[src/hw/rtl/pve_pkg.sv]
// Shared types and constants for the program stream video payload extractor.
`default_nettype none

package pve_pkg;

    localparam int unsigned BYTE_W      = 8;
    localparam int unsigned FRAME_W     = 25;
    localparam int unsigned SEC_LEN_W   = 16;
    localparam int unsigned FIELD_CNT_W = 4;

    // Pack header is 14 bytes; the last one carries the stuffing count.
    localparam logic [FIELD_CNT_W-1:0] PACK_HDR_LAST  = 4'd13;
    localparam logic [2:0]             STUFF_MASK     = 3'h7;
    localparam logic [FIELD_CNT_W-1:0] CODE_LAST      = 4'd3;
    localparam logic [FIELD_CNT_W-1:0] LEN_LAST       = 4'd1;
    localparam logic [FIELD_CNT_W-1:0] FLAG_LAST      = 4'd2;

    localparam logic [23:0] START_PREFIX = 24'h000001;
    localparam logic [7:0]  SID_VIDEO    = 8'hE0;
    localparam logic [7:0]  SID_SYS_HDR  = 8'hBB;
    localparam logic [7:0]  SID_PSM      = 8'hBC;

    localparam logic [FRAME_W-1:0] MAX_FRAME_RESET = 25'd2097152;

    typedef enum logic [3:0] {
        PHASE_PACK     = 4'd0,
        PHASE_STUFF    = 4'd1,
        PHASE_CODE     = 4'd2,
        PHASE_PES_LEN  = 4'd3,
        PHASE_SKIP_LEN = 4'd4,
        PHASE_PES_FLAG = 4'd5,
        PHASE_PES_HDR  = 4'd6,
        PHASE_PAYLOAD  = 4'd7,
        PHASE_SKIP     = 4'd8,
        PHASE_HALT     = 4'd9
    } phase_t;

    typedef struct packed {
        logic [BYTE_W-1:0]  payload_byte;
        logic               byte_valid;
        logic               frame_done;
        logic [FRAME_W-1:0] frame_bytes;
    } result_t;

    typedef struct packed {
        logic full;
        logic empty;
    } queue_status_t;

endpackage

`default_nettype wire

[src/hw/rtl/pve_parser.sv]
// Front end: start code walker that classifies each byte and tracks the frame count.
`default_nettype none

module pve_parser (
    input  wire logic                         aclk,
    input  wire logic                         aresetn,
    input  wire logic                         cfg_we,
    input  wire logic [pve_pkg::FRAME_W-1:0]  cfg_wdata,
    input  wire logic                         in_valid,
    input  wire logic                         in_ready,
    input  wire logic [pve_pkg::BYTE_W-1:0]   in_byte,
    input  wire logic                         in_last,
    output logic                              push,
    output pve_pkg::result_t                  push_data
);
    import pve_pkg::*;

    phase_t                  phase_reg,  phase_next;
    logic [FIELD_CNT_W-1:0]  cnt_reg,    cnt_next;
    logic [SEC_LEN_W-1:0]    len_reg,    len_next;
    logic [23:0]             shift_reg,  shift_next;
    logic [7:0]              skip_reg,   skip_next;
    logic [FRAME_W-1:0]      frame_reg,  frame_next;
    logic                    drop_reg,   drop_next;
    logic [FRAME_W-1:0]      max_reg;

    logic                    fire;
    logic                    emit;
    logic                    done;
    logic [SEC_LEN_W-1:0]    len_dec;
    logic [7:0]              skip_dec;
    logic [FIELD_CNT_W-1:0]  cnt_inc;
    logic [SEC_LEN_W-1:0]    plen;
    logic [FRAME_W:0]        plen_sum;
    logic                    over_limit;

    assign fire     = in_valid && in_ready;
    assign len_dec  = len_reg - 16'd1;
    assign skip_dec = skip_reg - 8'd1;
    assign cnt_inc  = cnt_reg + 4'd1;
    assign plen     = len_dec - {8'd0, in_byte};
    assign plen_sum = {{(FRAME_W+1-SEC_LEN_W){1'b0}}, plen} + {1'b0, frame_reg};
    assign over_limit = plen_sum >= {1'b0, max_reg};

    always_comb begin
        phase_next = phase_reg;
        cnt_next   = cnt_reg;
        len_next   = len_reg;
        shift_next = shift_reg;
        skip_next  = skip_reg;
        frame_next = frame_reg;
        drop_next  = drop_reg;
        emit       = 1'b0;

        unique case (phase_reg)
            PHASE_PACK: begin
                cnt_next = cnt_inc;
                if (cnt_reg == PACK_HDR_LAST) begin
                    skip_next = {5'd0, in_byte[2:0] & STUFF_MASK};
                    if ((in_byte[2:0] & STUFF_MASK) == 3'd0) begin
                        phase_next = PHASE_CODE;
                        cnt_next   = '0;
                        shift_next = '0;
                    end else begin
                        phase_next = PHASE_STUFF;
                    end
                end
            end
            PHASE_STUFF: begin
                skip_next = skip_dec;
                if (skip_dec == 8'd0) begin
                    phase_next = PHASE_CODE;
                    cnt_next   = '0;
                    shift_next = '0;
                end
            end
            PHASE_CODE: begin
                shift_next = {shift_reg[15:0], in_byte};
                cnt_next   = cnt_inc;
                if (cnt_reg == CODE_LAST) begin
                    cnt_next = '0;
                    len_next = '0;
                    if (shift_reg != START_PREFIX) begin
                        phase_next = PHASE_HALT;
                    end else if (in_byte == SID_VIDEO) begin
                        phase_next = PHASE_PES_LEN;
                    end else if (in_byte == SID_SYS_HDR || in_byte == SID_PSM) begin
                        phase_next = PHASE_SKIP_LEN;
                    end else begin
                        phase_next = PHASE_HALT;
                    end
                end
            end
            PHASE_PES_LEN, PHASE_SKIP_LEN: begin
                len_next = {len_reg[7:0], in_byte};
                cnt_next = cnt_inc;
                if (cnt_reg == LEN_LAST) begin
                    cnt_next = '0;
                    if ({len_reg[7:0], in_byte} == 16'd0) begin
                        phase_next = PHASE_CODE;
                        shift_next = '0;
                    end else if (phase_reg == PHASE_PES_LEN) begin
                        phase_next = PHASE_PES_FLAG;
                    end else begin
                        phase_next = PHASE_SKIP;
                    end
                end
            end
            PHASE_PES_FLAG: begin
                len_next = len_dec;
                cnt_next = cnt_inc;
                if (cnt_reg == FLAG_LAST) begin
                    // Third flag byte holds the header data length.
                    skip_next = in_byte;
                    drop_next = (len_dec > {8'd0, in_byte}) && over_limit;
                    if (len_dec == 16'd0) begin
                        phase_next = PHASE_CODE;
                        cnt_next   = '0;
                        shift_next = '0;
                    end else if (in_byte != 8'd0) begin
                        phase_next = PHASE_PES_HDR;
                    end else begin
                        phase_next = PHASE_PAYLOAD;
                    end
                end else if (len_dec == 16'd0) begin
                    phase_next = PHASE_CODE;
                    cnt_next   = '0;
                    shift_next = '0;
                end
            end
            PHASE_PES_HDR: begin
                len_next  = len_dec;
                skip_next = skip_dec;
                if (len_dec == 16'd0) begin
                    phase_next = PHASE_CODE;
                    cnt_next   = '0;
                    shift_next = '0;
                end else if (skip_dec == 8'd0) begin
                    phase_next = PHASE_PAYLOAD;
                end
            end
            PHASE_PAYLOAD: begin
                if (!drop_reg) begin
                    emit       = 1'b1;
                    frame_next = frame_reg + 25'd1;
                end
                len_next = len_dec;
                if (len_dec == 16'd0) begin
                    phase_next = PHASE_CODE;
                    cnt_next   = '0;
                    shift_next = '0;
                end
            end
            PHASE_SKIP: begin
                len_next = len_dec;
                if (len_dec == 16'd0) begin
                    phase_next = PHASE_CODE;
                    cnt_next   = '0;
                    shift_next = '0;
                end
            end
            PHASE_HALT: begin
            end
            default: begin
                phase_next = PHASE_HALT;
            end
        endcase
    end

    assign done = in_last && (frame_next != '0);
    assign push = fire && (emit || done);

    always_comb begin
        push_data.payload_byte = emit ? in_byte : '0;
        push_data.byte_valid   = emit;
        push_data.frame_done   = done;
        push_data.frame_bytes  = done ? frame_next : '0;
    end

    always_ff @(posedge aclk) begin
        if (!aresetn) begin
            max_reg <= MAX_FRAME_RESET;
        end else if (cfg_we) begin
            max_reg <= cfg_wdata;
        end
    end

    always_ff @(posedge aclk) begin
        if (!aresetn) begin
            phase_reg <= PHASE_PACK;
            cnt_reg   <= '0;
            len_reg   <= '0;
            shift_reg <= '0;
            skip_reg  <= '0;
            frame_reg <= '0;
            drop_reg  <= 1'b0;
        end else if (fire) begin
            if (in_last) begin
                // Pack ends: start over on the next pack header.
                phase_reg <= PHASE_PACK;
                cnt_reg   <= '0;
                len_reg   <= '0;
                shift_reg <= '0;
                skip_reg  <= '0;
                frame_reg <= '0;
                drop_reg  <= 1'b0;
            end else begin
                phase_reg <= phase_next;
                cnt_reg   <= cnt_next;
                len_reg   <= len_next;
                shift_reg <= shift_next;
                skip_reg  <= skip_next;
                frame_reg <= frame_next;
                drop_reg  <= drop_next;
            end
        end
    end

endmodule

`default_nettype wire

[src/hw/rtl/pve_queue.sv]
// Small result queue between the parser and the output stage.
`default_nettype none

module pve_queue #(
    parameter int unsigned DEPTH = 4
) (
    input  wire logic              aclk,
    input  wire logic              aresetn,
    input  wire logic              push,
    input  wire pve_pkg::result_t  push_data,
    input  wire logic              pop,
    output pve_pkg::result_t       head_data,
    output pve_pkg::queue_status_t status
);
    import pve_pkg::*;

    localparam int unsigned PTR_W = $clog2(DEPTH);
    localparam int unsigned CNT_W = $clog2(DEPTH + 1);

    result_t             mem [DEPTH];
    logic [PTR_W-1:0]    wr_ptr_reg, wr_ptr_next;
    logic [PTR_W-1:0]    rd_ptr_reg, rd_ptr_next;
    logic [CNT_W-1:0]    count_reg,  count_next;
    logic                do_push;
    logic                do_pop;

    assign status.full  = (count_reg == CNT_W'(DEPTH));
    assign status.empty = (count_reg == '0);
    assign do_push      = push && !status.full;
    assign do_pop       = pop && !status.empty;
    assign head_data    = mem[rd_ptr_reg];

    always_comb begin
        wr_ptr_next = wr_ptr_reg;
        rd_ptr_next = rd_ptr_reg;
        count_next  = count_reg;
        if (do_push) begin
            wr_ptr_next = (wr_ptr_reg == PTR_W'(DEPTH - 1)) ? '0 : wr_ptr_reg + 1'b1;
        end
        if (do_pop) begin
            rd_ptr_next = (rd_ptr_reg == PTR_W'(DEPTH - 1)) ? '0 : rd_ptr_reg + 1'b1;
        end
        if (do_push && !do_pop) begin
            count_next = count_reg + 1'b1;
        end else if (do_pop && !do_push) begin
            count_next = count_reg - 1'b1;
        end
    end

    always_ff @(posedge aclk) begin
        if (do_push) begin
            mem[wr_ptr_reg] <= push_data;
        end
    end

    always_ff @(posedge aclk) begin
        if (!aresetn) begin
            wr_ptr_reg <= '0;
            rd_ptr_reg <= '0;
            count_reg  <= '0;
        end else begin
            wr_ptr_reg <= wr_ptr_next;
            rd_ptr_reg <= rd_ptr_next;
            count_reg  <= count_next;
        end
    end

endmodule

`default_nettype wire

[src/hw/rtl/pve_output.sv]
// Back end: output register that drains the queue onto the result channel.
`default_nettype none

module pve_output (
    input  wire logic                          aclk,
    input  wire logic                          aresetn,
    input  wire pve_pkg::result_t              head_data,
    input  wire pve_pkg::queue_status_t        status,
    output logic                               pop,
    input  wire logic                          m_ready,
    output logic                               m_valid,
    output logic [pve_pkg::BYTE_W-1:0]         m_payload_byte,
    output logic                               m_byte_valid,
    output logic                               m_frame_done,
    output logic [pve_pkg::FRAME_W-1:0]        m_frame_bytes
);
    import pve_pkg::*;

    logic    valid_reg;
    result_t data_reg;
    logic    load;

    // Refill from a nonempty queue whenever the register is empty or its beat is taken this cycle.
    assign load = !status.empty && (!valid_reg || m_ready);
    assign pop  = load;

    always_ff @(posedge aclk) begin
        if (!aresetn) begin
            valid_reg <= 1'b0;
        end else if (load) begin
            valid_reg <= 1'b1;
        end else if (m_ready) begin
            valid_reg <= 1'b0;
        end
    end

    always_ff @(posedge aclk) begin
        if (load) begin
            data_reg <= head_data;
        end
    end

    assign m_valid        = valid_reg;
    assign m_payload_byte = data_reg.payload_byte;
    assign m_byte_valid   = data_reg.byte_valid;
    assign m_frame_done   = data_reg.frame_done;
    assign m_frame_bytes  = data_reg.frame_bytes;

endmodule

`default_nettype wire

[src/hw/rtl/ps_video_payload_extractor_top.sv]
// Program stream video payload extractor: byte-wide parser, result queue, output register.
//
// Input channel (s_): one program stream byte per beat, s_pack_end on the pack's last byte.
// Result channel (m_): one beat per emitted video payload byte and/or per pack end with a
//   nonzero frame length; m_frame_bytes is the pack's payload count on a frame_done beat.
// Config: cfg_we/cfg_wdata write the frame byte limit (reset 2097152); a PES whose payload
//   would bring the frame to or past the limit is consumed without output.
// Throughput: one byte per cycle while s_ready is high; the parser updates its state in the
//   accept cycle and bytes that produce no result leave nothing in the queue.
// Path: a result is written into the queue at the accept edge and loaded into the output
//   register once that register is empty or its beat is taken.
// Stall: results collect in a QUEUE_DEPTH-entry queue behind the output register; s_ready
//   drops only when the queue is full, so a stalled receiver holds the input side once
//   QUEUE_DEPTH + 1 results are waiting.
// Reset: synchronous, active low; parser returns to the pack header phase, queue and
//   output register empty, limit back to its default.
`default_nettype none

module ps_video_payload_extractor_top #(
    parameter int unsigned QUEUE_DEPTH = 4
) (
    input  wire logic                          aclk,
    input  wire logic                          aresetn,
    input  wire logic                          cfg_we,
    input  wire logic [pve_pkg::FRAME_W-1:0]   cfg_wdata,
    input  wire logic                          s_valid,
    output logic                               s_ready,
    input  wire logic [pve_pkg::BYTE_W-1:0]    s_stream_byte,
    input  wire logic                          s_pack_end,
    output logic                               m_valid,
    input  wire logic                          m_ready,
    output logic [pve_pkg::BYTE_W-1:0]         m_payload_byte,
    output logic                               m_byte_valid,
    output logic                               m_frame_done,
    output logic [pve_pkg::FRAME_W-1:0]        m_frame_bytes
);
    import pve_pkg::*;

    logic          push;
    result_t       push_data;
    logic          pop;
    result_t       head_data;
    queue_status_t status;

    assign s_ready = !status.full;

    pve_parser u_parser (
        .aclk      (aclk),
        .aresetn   (aresetn),
        .cfg_we    (cfg_we),
        .cfg_wdata (cfg_wdata),
        .in_valid  (s_valid),
        .in_ready  (s_ready),
        .in_byte   (s_stream_byte),
        .in_last   (s_pack_end),
        .push      (push),
        .push_data (push_data)
    );

    pve_queue #(
        .DEPTH (QUEUE_DEPTH)
    ) u_queue (
        .aclk      (aclk),
        .aresetn   (aresetn),
        .push      (push),
        .push_data (push_data),
        .pop       (pop),
        .head_data (head_data),
        .status    (status)
    );

    pve_output u_output (
        .aclk           (aclk),
        .aresetn        (aresetn),
        .head_data      (head_data),
        .status         (status),
        .pop            (pop),
        .m_ready        (m_ready),
        .m_valid        (m_valid),
        .m_payload_byte (m_payload_byte),
        .m_byte_valid   (m_byte_valid),
        .m_frame_done   (m_frame_done),
        .m_frame_bytes  (m_frame_bytes)
    );

endmodule

`default_nettype wire

[config.mk]
export PLATFORM = sky130hd
export DESIGN_NAME = ps_video_payload_extractor_top
export DESIGN_NICKNAME = d
export VERILOG_FILES = /design/src/hw/rtl/pve_pkg.sv /design/src/hw/rtl/pve_parser.sv /design/src/hw/rtl/pve_queue.sv /design/src/hw/rtl/pve_output.sv /design/src/hw/rtl/ps_video_payload_extractor_top.sv
export SDC_FILE = /design/constraint.sdc
export NUM_CORES = 1
export LEC_CHECK = 0
export CAP_MARGIN = 25
export CORE_AREA = 2 2 141 198
export CTS_CLUSTER_DIAMETER = 200
export DETAILED_ROUTE_END_ITERATION = 7
export DIE_AREA = 0 0 143 200
export DONT_BUFFER_PORTS = 1
export PLACE_DENSITY = 0.76
export SETUP_SLACK_MARGIN = 0.15
export SLEW_MARGIN = 10
export SYNTH_ARGS = -nofsm -noshare
export SYNTH_HDL_FRONTEND = slang
export SYNTH_SLANG_ARGS = --single-unit
[constraint.sdc]
create_clock -name aclk -period 5.99 [get_ports aclk]
set_input_delay 1.198 -clock aclk [delete_from_list [all_inputs] [get_ports aclk]]
set_output_delay 1.198 -clock aclk [all_outputs]
set_load 0.05 [all_outputs]
==> results_dict.tcl <==
set metrics [dict create \
    status "complete, no violations" \
    num_rows 71 \
    crit_path_end_kind "register" \
    track_usage_pct 25.0 \
    post_drt_wl_per_cell_um 19.3 \
    p_clk_share_pct 31.8 \
    dieArea_um2 28600 \
    yosysTopAreaCell "edfxtp_1" \
    timing.final.crit_share_pct 92.9 \
    clockBufferDepth 3 \
    fp.dieH_um 200 \
    crit_path_top_delay_cell "or4b_4" \
    power_switching_mw 1.62 \
    instances_no_fill 1835 \
    cts-buffers-inserted 27 \
    synth_edf_count 175 \
    p_int_mw 3.54 \
    crit_fanout 6 \
    top_register "u_queue.mem" \
    critPathMostFrequentCell "ha_1" \
    hold_viol_final 0 \
    drc_errors 0 \
    fmax_mhz 180 \
    final_antenna_net_count 0 \
    max_stage_delay_ns 0.51 \
    setup_viol 0 \
    seq_power_share_pct 55.4 \
    grt_pass1_wl_um 56800 \
    largest_reg_flops 140 \
    hold_slack_ns 0.458 \
    synth_seq_cells 290 \
    skew_ns 0.0175 \
    reg2reg_from "u_parser.len_reg[1]" \
    drt-pass1-iter-count 5 \
    synth-async-reset-ratio_pct 0 \
    synth_area_leaders "edfxtp_1, dfxtp_1, ha_1" \
    ios 76 \
    cp-start-kind "register" \
    rsz0062_at_grt "false" \
    crit_buf_inv 2 \
    path_depth 25 \
    worstSkewPairLatency_ns 0.55 \
    ys_seq_area_share_pct 49.1 \
    min_from "u_parser.shift_reg[21]" \
    r2r_cells 25 \
    arrival_ns 6.04 \
    netlist_top_cells_count "edfxtp_1, nor2_1, nand2_1, dfxtp_1, a21oi_1" \
    num-nets-final 1558 \
    cts_sinks 290 \
    required_ns 6.46 \
    drtIter0Drc 715 \
    yosysMostFrequentCell "edfxtp_1" \
    die_w_um 143 \
    h-tree-depth 1 \
    cap_violations 0 \
    gr-total-overflow 0 \
    max-slew-margin-rel_pct 31.0 \
    viasPerCell 6.04 \
    clkSlewWorstSetupHoldPaths_ns 0.07 \
    power_density_nw_per_um2 310 \
    portBuffers 0 \
    dp_hpwl_um 24300 \
    worst_slew_pin_slew_ns 1.04 \
    period_minus_slack_ns 5.57 \
    synth.avg_cell_area_um2 10.4 \
    critPathTopFamily "simple AND/OR/NAND/NOR gates" \
    vias 11083 \
    grt_pass1_vias 10902 \
    synth_flop_cell "edfxtp_1" \
    ys_warn_count 0 \
    r2r-end "u_parser.drop_reg" \
    synthToLayoutAreaGrowth_pct 8.09 \
    cp-endpoint "u_parser.drop_reg" \
    cts_root_buf "clkbuf_16" \
    place_inst 1784 \
    netlist.area_leader.share_pct 34.1 \
    routabilityCongestion 0.920 \
    synth_cell_types 74 \
    start_util_pct 57.6 \
    switching_share_pct 31.3 \
    p_leak_nw 5.95 \
    synth_fp_nets 1582 \
    grt_max_degree 50 \
    cts_tree "built" \
    coreArea_um2 26700 \
    hold_buffers 0 \
    ir_drop_uv 216 \
    pwr-share-comb_pct 12.9 \
    diodes 0 \
    r2r_slack_ns 0.42 \
    syn_inst 1474 \
    hp-class "register to register" \
    crit_path_start "u_parser.len_reg[1]" \
    netlist_area_um2 15400 \
    drv_slew 0 \
    layout-drive-gt1-share_pct 9.12 \
    criticalPathCategory "register to register" \
    antenna_found_initial 0 \
    wl_um 35400 \
    final_core_util_pct 62.2 \
]
-- stage by stage --
step | worst slack (ns) | TNS, ns | power (mW) | area, µm²
2_1_floorplan | 0.313 | 0 | 3.42 | 15400
3_3_place_gp | 0.0691 | 0 | 3.54 | 15700
3_5_place_dp | -0.128 | -0.128 | 3.57 | 15700
4_1_cts | 0.218 | 0 | 5.20 | 16600
5_1_grt | 0.156 | 0 | 5.36 | 16600
6_report | 0.424 | 0 | 5.16 | 16600
-- cell usage in the layout, fill, tap and decap left out, types with 7 or more instances in the layout --
cell type / instances
mux2i_1: 57
nand2_1: 142
o21a_1: 7
xor2_1: 31
ha_1: 64
nor2_1: 166
a21oi_1: 69
and3_1: 9
clkbuf_16: 27
nand3_1: 28
dfxtp_1: 114
o211ai_1: 7
nand4_1: 21
xnor2_1: 53
inv_1: 67
a22oi_1: 26
nand2b_1: 8
nor4_1: 18
a21o_1: 10
a22o_1: 7
o31ai_1: 8
o21ai_0: 63
nor3_1: 35
edfxtp_1: 175
and2_1: 16
a31oi_1: 13
or3_1: 20
or4_1: 9
clkinv_1: 8
buf_4: 32
nor2b_1: 9
mux4_2: 35
-- layer usage --
layer | routed length [µm] | track usage (%) | part of all wire [%] | vias to the layer above
met5 | 0 | 0 | 0 | -
met4 | 1300 | 10.2 | 3.7 | 0
met3 | 2000 | 2.89 | 5.7 | 93
met2 | 17700 | 43.5 | 50 | 391
met1 | 14300 | 31.9 | 41 | 5297
li1 | - | - | - | 5302
-- cell type report --
type / instances / area [µm²]
timing repair buffer: 33 / 260
tap: 365 / 457
fill: 2110 / 10100
sequential: 290 / 7560
multi-input combinational: 1029 / 7260
inverter: 69 / 259
clock buffer: 32 / 694
clock inverter: 17 / 143
-- power by group through the flow --
stage               clock, mW  sequential (mW)  combinational, mW
floorplan                   0             2.87              0.546
global placement            0             2.90              0.644
detailed placement          0             2.90              0.662
CTS                      1.67             2.86              0.671
global route             1.74             2.88              0.733
finish                   1.64             2.86              0.665
-- worst reg2reg max path: cells and delay by family, from the launching register on --
kind,cells,cell delay (ns)
buf+inv,2,0.25
xor+xnor,2,0.44
flops,1,0.31
simple gates,8,1.94
fa+ha+maj,4,1.10
compound gates,9,1.45
-- logic make-up after synthesis --
| family | after synthesis | synth area share, % |
|---|---|---|
| buf+inv | 155 | 4.06 |
| fa+ha+maj | 69 | 5.76 |
| mux | 93 | 8.90 |
| xor+xnor | 84 | 4.78 |
| simple gates | 517 | 16.1 |
| compound gates | 266 | 11.3 |
| flops | 290 | 49.1 |
-- repair_timing --
item | in CTS | in global routing
buffers inserted | 0 | 2
resized for setup | 0 | 12
endpoints found under the setup margin | 0 | 1
endpoints found under the hold margin | 0 | 0
-- how the worst min path moves through the flow --
stage,end,slack [ns],cells past startpoint
after floorplan,u_parser.shift_reg[16],0.44,2
after global placement,u_parser.shift_reg[16],0.44,2
after detailed placement,u_parser.shift_reg[21],0.45,2
after CTS,u_parser.shift_reg[21],0.46,2
after global routing,u_parser.shift_reg[19],0.49,2
final,u_parser.shift_reg[21],0.46,2
(Power assumes the default switching activity.)
